File: src/rtl/core/ari_pkg.sv
// ----------------------------------------------------------------------------
// ari_pkg
// Shared types and constants of the adjusted Rand index engine.
// ----------------------------------------------------------------------------
package ari_pkg;

  // defaults of the top-level parameters
  localparam int unsigned MaxClustersDef  = 64;
  localparam int unsigned CountBitsDef    = 16;
  localparam int unsigned FractionBitsDef = 30;

  // configuration registers
  localparam int unsigned CfgW       = 7;
  localparam int unsigned CfgResetV  = 64;
  localparam int unsigned RegRows    = 0;
  localparam int unsigned RegCols    = 1;
  localparam int unsigned PaddrW     = 3;
  localparam int unsigned PdataW     = 32;

  // result
  localparam int unsigned OutW = 32;
  localparam int unsigned QuoW = 34;  // quotient register, saturates at 2^33

  typedef enum logic [1:0] {
    MUL_IT = 2'd0,  // cell pairs x total pairs
    MUL_RC = 2'd1,  // row pairs x column pairs
    MUL_PT = 2'd2   // (row + column pairs) x total pairs
  } mul_sel_e;

  typedef struct packed {
    logic     cell_en;    // accept a cell
    logic     row_end;    // fold the row total into the row pair sum
    logic     walk_sel;   // column store read address from the counter
    logic     walk_clr;   // clear the column pair sum
    logic     walk_acc;   // add the pairs of the column just read
    logic     cnt_clr;
    logic     cnt_inc;
    logic     tot;        // pairs of the grand total
    logic     mul_load;
    logic     mul_step;
    logic     mul_store;
    mul_sel_e mul_sel;
    logic     prep;       // numerator, denominator, sign
    logic     div_load;
    logic     div_step;
    logic     finish;     // load the result, clear the table state
  } ari_cmd_t;

  typedef struct packed {
    logic col_last;
    logic row_last;
    logic walk_last;
    logic mul_last;
    logic div_last;
    logic undef;
    logic out_busy;
  } ari_sts_t;

endpackage

File: src/rtl/core/ari_ctrl.sv
// ----------------------------------------------------------------------------
// ari_ctrl
// Sequencer: cell intake, row close, column walk, products, division, result.
// ----------------------------------------------------------------------------
module ari_ctrl (
  input  logic              clk_i,
  input  logic              rst_ni,
  input  logic              in_valid_i,
  output logic              in_ready_o,
  input  ari_pkg::ari_sts_t sts_i,
  output ari_pkg::ari_cmd_t cmd_o
);

  localparam logic [3:0] S_IDLE     = 4'd0;
  localparam logic [3:0] S_ROW      = 4'd1;
  localparam logic [3:0] S_WALK_RD  = 4'd2;
  localparam logic [3:0] S_WALK_ACC = 4'd3;
  localparam logic [3:0] S_TOT      = 4'd4;
  localparam logic [3:0] S_MUL_LD   = 4'd5;
  localparam logic [3:0] S_MUL_RUN  = 4'd6;
  localparam logic [3:0] S_MUL_ST   = 4'd7;
  localparam logic [3:0] S_PREP     = 4'd8;
  localparam logic [3:0] S_CHECK    = 4'd9;
  localparam logic [3:0] S_DIV_RUN  = 4'd10;
  localparam logic [3:0] S_OUT      = 4'd11;

  logic [3:0]        state_q, state_d;
  ari_pkg::mul_sel_e sel_q, sel_d;

  always_ff @(posedge clk_i or negedge rst_ni) begin
    if (!rst_ni) begin
      state_q <= S_IDLE;
      sel_q   <= ari_pkg::MUL_IT;
    end else begin
      state_q <= state_d;
      sel_q   <= sel_d;
    end
  end

  assign in_ready_o = (state_q == S_IDLE);

  always_comb begin
    state_d       = state_q;
    sel_d         = sel_q;
    cmd_o         = '0;
    cmd_o.mul_sel = sel_q;
    case (state_q)
      S_IDLE: begin
        cmd_o.cell_en = in_valid_i;
        if (in_valid_i && sts_i.col_last) state_d = S_ROW;
      end
      S_ROW: begin
        cmd_o.row_end = 1'b1;
        if (sts_i.row_last) begin
          cmd_o.cnt_clr  = 1'b1;
          cmd_o.walk_clr = 1'b1;
          state_d        = S_WALK_RD;
        end else begin
          state_d = S_IDLE;
        end
      end
      S_WALK_RD: begin
        cmd_o.walk_sel = 1'b1;
        state_d        = S_WALK_ACC;
      end
      S_WALK_ACC: begin
        cmd_o.walk_acc = 1'b1;
        if (sts_i.walk_last) begin
          state_d = S_TOT;
        end else begin
          cmd_o.cnt_inc = 1'b1;
          state_d       = S_WALK_RD;
        end
      end
      S_TOT: begin
        cmd_o.tot = 1'b1;
        sel_d     = ari_pkg::MUL_IT;
        state_d   = S_MUL_LD;
      end
      S_MUL_LD: begin
        cmd_o.mul_load = 1'b1;
        cmd_o.cnt_clr  = 1'b1;
        state_d        = S_MUL_RUN;
      end
      S_MUL_RUN: begin
        cmd_o.mul_step = 1'b1;
        cmd_o.cnt_inc  = 1'b1;
        if (sts_i.mul_last) state_d = S_MUL_ST;
      end
      S_MUL_ST: begin
        cmd_o.mul_store = 1'b1;
        case (sel_q)
          ari_pkg::MUL_IT: begin
            sel_d   = ari_pkg::MUL_RC;
            state_d = S_MUL_LD;
          end
          ari_pkg::MUL_RC: begin
            sel_d   = ari_pkg::MUL_PT;
            state_d = S_MUL_LD;
          end
          default: begin
            state_d = S_PREP;
          end
        endcase
      end
      S_PREP: begin
        cmd_o.prep = 1'b1;
        state_d    = S_CHECK;
      end
      S_CHECK: begin
        if (sts_i.undef) begin
          state_d = S_OUT;
        end else begin
          cmd_o.div_load = 1'b1;
          cmd_o.cnt_clr  = 1'b1;
          state_d        = S_DIV_RUN;
        end
      end
      S_DIV_RUN: begin
        cmd_o.div_step = 1'b1;
        cmd_o.cnt_inc  = 1'b1;
        if (sts_i.div_last) state_d = S_OUT;
      end
      S_OUT: begin
        if (!sts_i.out_busy) begin
          cmd_o.finish = 1'b1;
          state_d      = S_IDLE;
        end
      end
      default: begin
        state_d = S_IDLE;
      end
    endcase
  end

endmodule

File: config.mk
export PLATFORM = sky130hd
export DESIGN_NAME = ari_ctrl
export DESIGN_NICKNAME = d
export VERILOG_FILES = /design/src/rtl/core/ari_pkg.sv /design/src/rtl/core/ari_ctrl.sv
export SDC_FILE = /design/constraint.sdc
export NUM_CORES = 1
export LEC_CHECK = 0
export BUFFER_PORTS_ARGS = -buffer_cell sky130_fd_sc_hd__buf_2
export CELL_PAD_IN_SITES_DETAIL_PLACEMENT = 0
export CELL_PAD_IN_SITES_GLOBAL_PLACEMENT = 1
export CORE_UTILIZATION = 33
export CTS_BUF_LIST = sky130_fd_sc_hd__clkbuf_4 sky130_fd_sc_hd__clkbuf_8 sky130_fd_sc_hd__clkbuf_16
export CTS_CLUSTER_DIAMETER = 30
export DETAILED_ROUTE_END_ITERATION = 6
export PLACE_DENSITY_LB_ADDON = 0.12
export SYNTH_ARGS = -nofsm -noshare
export SYNTH_HDL_FRONTEND = slang
export SYNTH_SLANG_ARGS = --single-unit
File: constraint.sdc
create_clock -name clk_i -period 4.2 [get_ports clk_i]
set_clock_uncertainty 0.15 [all_clocks]
set_input_delay 0.21 -clock clk_i [delete_from_list [all_inputs] [get_ports clk_i]]
set_output_delay 0.21 -clock clk_i [all_outputs]
set_load 0.05 [all_outputs]
======== Yosys cells after proc, flatten, opt, wreduce, memory -nomap -nowiden ========
Index checks and enable logic that the tools add are counted.
word-level totals
  word-level logic and storage cells ...... 57
  register bits after elaboration ......... 6
  output and inout port bits .............. 18
  bits in latches ......................... 0
  memory bits (writable) .................. 0
  memories ................................ 0
  ROM bits ................................ 0
cells by class
  equality and inequality tests ........... 17
  bitwise operators ....................... 0
  shift operators ......................... 0
  $mul .................................... 0
  add/subtract/negate cells ............... 0
  reduce and logical (&&, ||, !) cells .... 8
  muxes and demuxes ....................... 30
  $lt $le $gt $ge ......................... 0
  div/mod/pow operators ................... 0
operators by type and width
  kind                                                                   number
  4-bit one-hot mux with 12 select lines                                 1
  4-bit 2-to-1 mux                                                       5
  1-bit 2-to-1 mux                                                       18
  4-bit by 3-bit equality test with 1-bit output, second input constant  4
  4-bit equality test, second input constant                             4
  4-bit by 2-bit equality test with 1-bit output, second input constant  2
  2-bit one-hot mux with 2 select lines                                  2
  2-bit != test, second input constant                                   3
  4-bit by 1-bit equality test with 1-bit output, second input constant  1
  4-bit zero test                                                        1
  4-bit AND reduction                                                    1
  2-bit OR reduction                                                     2
  3-bit 2-to-1 mux                                                       1
  3-bit != test, second input constant                                   1
  1-bit one-hot mux with 3 select lines                                  1
  2-bit by 1-bit equality test with 1-bit output, second input constant  1
  2-bit zero test                                                        1
  2-bit 2-to-1 mux                                                       1
  2-bit by 1-bit != test with 1-bit output, second input constant        1
  1-bit one-hot mux with 2 select lines                                  1
  2-bit AND reduction                                                    1
  2-bit nonzero test                                                     1
  1-bit logical AND                                                      1

======== Longest topological paths before layout ========
Gate-level depths: netlist of the first run.
  depth in word-level cells ............... 4
  mapped depth ............................ 5
  gate-level depth less buffers ........... 4

======== Worst setup path before layout of the first run ========
Ideal clock, no wire load.
  kind .................................... flip-flop to output port
  from .................................... reg state_q[1]
  to ...................................... out cmd_o[13] in the netlist's numbering
  slack ................................... 1470 ps
  stages on the path, launching flop included .. 6
  required time ........................... 3840 ps
  path buffers ............................ 1
  arrival time ............................ 2370 ps
  path through ............................ dfrtp_1 buf_6 inv_1 nand2_1 nor3_1 and2_1
RTL lines
  item                      RTL line        source
  start: declaration        ari_ctrl.sv:27  logic [3:0] state_q, state_d;
  start signal: assignment  ari_ctrl.sv:35  state_q <= state_d;
  end: declaration          ari_ctrl.sv:11  output ari_pkg::ari_cmd_t cmd_o

==> results of run 1 <==
[layer usage]
layer	routed length, um	GRT usage, %	vias to the layer above
met2	668	26.2	16
li1	-	-	316
met3	43	4.08	0
met4	0	1.82	0
met1	733	21.9	274
met5	0	0	-
[cell families (layout without fill, tap and decap cells)]
family | Yosys count | in the layout | synth area share, %
buffers and inverters | 8 | 33 | 9.30
flip-flops | 6 | 6 | 25.4
AND/OR/NAND/NOR | 42 | 42 | 42.3
AO/OA/AOI/OAI | 14 | 14 | 16.9
multiplexers | 3 | 3 | 6.13
[layout make-up]
cell class                      count  area (sq um)
Inverter                            2          7.51
Fill cell                         183           852
Tap cell                           24          30.0
Sequential cell                     6           150
Multi-Input combinational cell     59           387
Clock buffer                        3          22.5
Timing Repair Buffer               28           145
[worst register-to-register path: cells and delay by family, from the launching register on]
kind             cells  cell delay, ns
DFF                  1            0.69
muxes                1            0.30
and+or+nand+nor      3            0.56
[placed cells by master, fill, tap and decap left out, drive strengths merged, types with 2 or more instances in the layout]
cell,instances
buf,27
nor2,10
nand2,7
dfrtp,6
nand2b,3
nor3b,3
nand3,2
a21oi,2
nor3,10
o21ai,4
nor2b,2
and2,3
inv,2
clkbuf,3
a22o,2
mux2,2
[final timing paths]
kind	from	end	slack [ns]
setup / recovery	state_q[3]$_DFFE_PN0P_	cmd_o[10]	2.02
hold / removal	sts_i[0]	state_q[0]$_DFFE_PN0P_	0.10
setup reg to reg	state_q[3]$_DFFE_PN0P_	state_q[3]$_DFFE_PN0P_	2.39
hold reg to reg	sel_q[0]$_DFFE_PN0P_	sel_q[0]$_DFFE_PN0P_	0.42
max in group asynchronous	rst_ni	sel_q[0]$_DFFE_PN0P_	3.59
min in group asynchronous	rst_ni	state_q[3]$_DFFE_PN0P_	0.17
[metrics by stage]
step	setup slack, ns	cells
after floorplan	1.47	73
after global placement	2.33	118
after detailed placement	2.28	118
after CTS	2.02	122
after global routing	1.85	122
final	2.02	122
[flip-flops by register name (all words and copies together) (netlist names)]
name	cells
sel_q	2
state_q	4
==> flow_metrics.py, run 1 <==
metrics = {
    "outcome": {
        "outcome": "finished clean",
    },
    "final_layout": {
        "finalInstanceArea_sq_um": 742,
        "fin_nets": 110,
        "fin_util_pct": 46.5,
        "area_delta_synth_final_pct": 25.4,
        "n_antenna_cell": 0,
        "layout-drive-gt1-share_pct": 41.8,
    },
    "clock_network": {
        "cts_resized": 0,
        "cts_max_path_buffers": 2,
        "postCtsHoldBufs": 1,
        "clock-sinks": 6,
        "htree_num_levels": 1,
        "clock_latency_ns": 0.23,
        "cts.clk_slew.worst_paths_ns": 0.04,
        "cts-buffers-inserted": 3,
        "clockRootBuffer": "clkbuf_4",
        "cts_setup_buffers": 0,
        "cts_tree": "yes",
    },
    "synth": {
        "ys.flop_type": "dfrtp_1",
        "syn_nets": 83,
        "synthCells": 73,
        "avgSynthCellArea_sq_um": 8.11,
        "netlist_area_sq_um": 592,
        "synth_edf_count": 0,
        "ys_types": 31,
        "synth_area_leaders": "dfrtp_1, nor3_1, nor2_1",
        "synth.largest_area_cell": "dfrtp_1",
        "ys.warnings.count": 0,
        "async_flop_share_pct": 100,
        "ys_ff_latch": 6,
        "synth.top_cells.by_count": "nor2_1, nor3_1, dfrtp_1",
        "synth_top_area_share_pct": 25.4,
        "ys_seq_area_share_pct": 25.4,
    },
    "routing": {
        "antenna_left": 0,
        "drtIter0Drc": 3,
        "via_per_inst": 4.97,
        "vias": 606,
        "drcViolationCount": 0,
        "drt_wl_total_um": 1450,
        "first_pass_iters": 3,
        "wl_per_cell_um": 11.8,
    },
    "timing": {
        "fin_crit_sh_pct": 51.8,
        "max_freq_ghz": 0.459,
        "grt_setup_unrepaired": "no",
        "worstMarginPinSlew_ns": 0.626,
        "finalCriticalPeriod_ns": 2.18,
        "report.final.slew_viol_count": 0,
        "final-setup-viol-count": 0,
        "setup_tns_ns": 0,
        "timing.hold.ws_ns": 0.105,
        "hold_violations": 0,
        "relSlewSlack_pct": 58.2,
    },
    "global_route": {
        "grt_pass1_vias": 506,
        "grt_max_degree": 19,
        "grtUsageTotal_pct": 16.0,
        "gr-total-overflow": 0,
        "grt_pass1_wl_um": 2370,
        "antenna_found_initial": 0,
    },
    "critical_path": {
        "crit_chain": "nand2b_1 > a311oi_1 > buf_2",
        "cp_num_cells": 3,
        "crit_arrival_ns": 1.82,
        "critPathSlowestCell": "dfrtp_1",
        "end_kind": "output pin",
        "crit_fanout": 17,
        "crit_buf_inv": 1,
        "crit_family": "flip-flops",
        "slowest_delay_ns": 0.69,
        "worstSetupStartpointType": "register",
        "required_ns": 3.84,
        "crit_type": "register to output pin",
        "ff2ff_path_depth": 4,
    },
    "worst_hold_path": {
        "hp-class": "primary input to register",
        "hold_path_depth": 3,
    },
    "placement": {
        "finalWeightedCongestion": 0.755,
        "numPortBuffers": 27,
        "dp_hpwl_um": 1120,
        "placed_area_sq_um": 709,
    },
    "run": {
        "drv_cap": 0,
    },
    "floorplanning": {
        "rows": 14,
        "fp.dieW_um": 44.4,
        "initial_core_util_pct": 37.1,
        "io_pins": 28,
        "dieArea_sq_um": 1970,
        "coreArea_sq_um": 1590,
        "die_h_um": 44.4,
    },
}
Power of run 1 is not shown: default switching activity piles up to over one toggle a cycle in this logic, so the estimate is an artifact.
==> run 2, diff against run 1 <==
--- a/config.mk
+++ b/config.mk
@@ -5,10 +5,11 @@
 export SDC_FILE = /design/constraint.sdc
 export NUM_CORES = 1
 export LEC_CHECK = 0
+export ABC_AREA = 1
 export BUFFER_PORTS_ARGS = -buffer_cell sky130_fd_sc_hd__buf_2
 export CELL_PAD_IN_SITES_DETAIL_PLACEMENT = 0
 export CELL_PAD_IN_SITES_GLOBAL_PLACEMENT = 1
-export CORE_UTILIZATION = 33
+export CORE_UTILIZATION = 26
 export CTS_BUF_LIST = sky130_fd_sc_hd__clkbuf_4 sky130_fd_sc_hd__clkbuf_8 sky130_fd_sc_hd__clkbuf_16
 export CTS_CLUSTER_DIAMETER = 30
 export DETAILED_ROUTE_END_ITERATION = 6
==> constraint.sdc (replaced) <==
create_clock -name clk_i -period 2.1 [get_ports clk_i]
set_clock_uncertainty 0.15 [all_clocks]
set_input_delay 0.105 -clock clk_i [delete_from_list [all_inputs] [get_ports clk_i]]
set_output_delay 0.105 -clock clk_i [all_outputs]
set_load 0.05 [all_outputs]
==> run 2 against run 1 <==
Effect of this change:
- worst hold slack got worse by 0.074 ns
- worst setup slack got worse by 1.8 ns
- wire length rose by 0.55%
- design area fell by 4.6%
- global-route usage rose by 0.65 points
- non-clock buffer count rose by 1
- synthesized cell count rose by 23%
- register-to-register slack got worse by 1.8 ns
- cell count rose by 20%
- largest cell class unchanged
- critical path type unchanged
- via count rose by 4.3%
- first-iteration DRC count fell by 33%
==> flow_metrics.py, run 2 <==
metrics = {
    "outcome": {
        "outcome": "finished clean",
    },
    "pwr": {
        "p_leak_uw": 0.000489,
        "power_density_nw_per_um2": 1730,
        "ir_worst_vdd_uv": 519,
    },
    "final_layout": {
        "multi_input_area_sq_um": 289,
        "fillers": 233,
        "regMostFlops": "state_q",
        "n_antenna_cell": 0,
        "area_delta_synth_final_pct": 41.9,
        "reg_top3": "state_q x4, sel_q x2",
        "final_cell_mix": "nand2_1, buf_2, nor2_1",
        "fin_nets": 134,
        "register_area_sq_um": 150,
        "fin_util_pct": 40.1,
        "largest_reg_flops": 4,
        "final_common_cell": "nand2_1",
        "layout-drive-gt1-share_pct": 26.2,
    },
    "clock_network": {
        "cts_max_path_buffers": 2,
        "cts.clk_slew.worst_paths_ns": 0.04,
        "clock_latency_ns": 0.24,
        "htree_num_levels": 1,
        "cts-buffers-inserted": 3,
        "clock-sinks": 6,
        "cts_resized": 0,
        "cts_tree": "yes",
        "clockRootBuffer": "clkbuf_4",
    },
    "timing": {
        "hold_violations": 0,
        "report.final.slew_viol_count": 0,
        "finalCriticalPeriod_ns": 1.87,
        "setup_tns_ns": 0,
        "max_freq_ghz": 0.535,
        "fin_crit_sh_pct": 88.9,
        "worstMarginPinSlew_ns": 0.284,
        "worst_slack_ns": 0.233,
        "relSlewSlack_pct": 81.0,
        "final-setup-viol-count": 0,
        "grt_setup_unrepaired": "no",
    },
    "critical_path": {
        "crit_family": "simple AND/OR/NAND/NOR gates",
        "end_kind": "output pin",
        "crit_type": "register to output pin",
        "ff2ff_path_depth": 7,
        "worstSetupStartpointType": "register",
        "required_ns": 1.85,
        "crit_arrival_ns": 1.61,
        "crit_chain": "nor2_1 > nand2_1 > nor2_2 > nor2_1 > o21ai_0 > buf_2",
        "regToRegSetupSlack_ns": 0.57,
        "slowest_delay_ns": 0.44,
        "crit_path_frequent_cell": "nor2_1",
        "r2r-end": "state_q[3]$_DFFE_PN0P_",
        "r2r-start": "state_q[3]$_DFFE_PN0P_",
        "crit_buf_inv": 1,
        "critPathSlowestCell": "dfrtp_1",
        "crit_fanout": 6,
    },
    "global_route": {
        "antenna_found_initial": 0,
        "grt_max_degree": 7,
        "grtUsageTotal_pct": 16.6,
        "grt_pass1_wl_um": 2400,
        "grt_pass1_vias": 561,
        "gr-total-overflow": 0,
    },
    "synth": {
        "synthCells": 90,
        "synth_area_leaders": "dfrtp_1, nand2_1, nor2_1",
        "ys.flop_type": "dfrtp_1",
        "ys_types": 12,
        "syn_nets": 100,
        "synth.largest_area_cell": "dfrtp_1",
        "synth_edf_count": 0,
        "ys.warnings.count": 0,
        "ys_seq_area_share_pct": 30.1,
        "async_flop_share_pct": 100,
        "synth_top_area_share_pct": 30.1,
        "ys_ff_latch": 6,
        "netlist_area_sq_um": 499,
        "synth.top_cells.by_count": "nand2_1, nor2_1, inv_1",
        "avgSynthCellArea_sq_um": 5.55,
        "yosysMostFrequentCell": "nand2_1",
    },
    "routing": {
        "vias": 632,
        "drt_wl_total_um": 1450,
        "first_pass_iters": 3,
        "drcViolationCount": 0,
        "wl_per_cell_um": 9.88,
        "antenna_left": 0,
        "via_per_inst": 4.30,
        "drtIter0Drc": 2,
    },
    "run": {
        "drv_cap": 0,
    },
    "worst_hold_path": {
        "whs_endpoint": "state_q[0]$_DFFE_PN0P_",
        "hp-class": "primary input to register",
        "min_from": "sts_i[0]",
        "hold_path_depth": 3,
    },
    "placement": {
        "dp_hpwl_um": 1250,
        "dp_slack_ns": 0.440,
        "finalWeightedCongestion": 0.775,
        "numPortBuffers": 27,
    },
    "floorplanning": {
        "coreArea_sq_um": 1760,
        "die_h_um": 45.8,
        "fp.dieW_um": 45.8,
        "initial_core_util_pct": 28.3,
        "rows": 15,
        "io_pins": 28,
        "dieArea_sq_um": 2100,
    },
}
==> run 2: cell types whose count changed in the layout (fill, tap and decap cells not counted), moves of 3 or more <==
cell     delta
nor3_1      -9
nand2_1    +29
inv_1      +14
nor3b_1     -3
nor2_1      +7
nand3_1     +5
==> run 2: worst max path at each step <==
stage	from	endpoint	slack [ns]	depth (start not counted)
final	state_q[3]$_DFFE_PN0P_	cmd_o[11]	0.23	6
after global routing	state_q[3]$_DFFE_PN0P_	cmd_o[11]	0.05	6
after CTS	state_q[3]$_DFFE_PN0P_	cmd_o[11]	0.19	6
after detailed placement	state_q[3]$_DFFE_PN0P_	cmd_o[11]	0.44	6
after global placement	state_q[3]$_DFFE_PN0P_	cmd_o[11]	0.46	6
after floorplan	state_q[3]$_DFFE_PN0P_	cmd_o[11]	0.02	4
==> run 2: cell type report <==
class	count	share of cell area [%]
clock buffers	3	3.18
inverters	16	8.48
multi-input cells	68	40.8
flip-flops and latches	6	21.2
well taps	25	4.42
repair buffers	29	21.9
==> run 2: cell families (layout without fill, tap and decap cells) <==
group,after synthesis,count (layout),share of synthesized area (%)
AND/OR/NAND/NOR,62,62,51.1
flip-flops,6,6,30.1
AO/OA/AOI/OAI,6,6,6.77
buffers and inverters,16,48,12.0
==> run 2: tightest hold or removal path, cell delays in order <==
cell     delay [ns]
buf_2          0.11
nand3_1        0.10
nand2_1        0.06
==> run 2: metal layers <==
metal / vias to the layer above / global-route usage (%) / wire length, um / part of all wire, %
met4: 0 / 8.82 / 29 / 2.0
met5: - / 0 / 0 / 0
met1: 266 / 22.1 / 712 / 49
met3: 5 / 2.38 / 52 / 3.6
met2: 19 / 25.7 / 658 / 45
li1: 342 / - / - / -
==> run 2: where the power goes <==
group | internal, uW | switching (uW) | leakage [uW]
Sequential | 169 | 55.2 | 0.0000783
Clock | 64.3 | 37.3 | 0.0000138
Combinational | 203 | 700 | 0.000397
Total | 436 | 793 | 0.000489
==> run 2: metrics by stage <==
stage	total power [uW]	cell area [sq um]	std cells	hold slack, ns
floorplan	930	499	90	-0.341
global placement	1140	666	142	-0.214
detailed placement	1140	666	142	-0.213
CTS	1240	708	147	0.0369
global route	1350	708	147	0.0416
finish	1230	708	147	0.0304
==> run 2: repair_timing <==
action	4_1_cts	5_1_grt
hold buffers	2	0
buffers inserted	0	0
endpoints found under the hold margin	7	0
(Power assumes the default switching activity.)
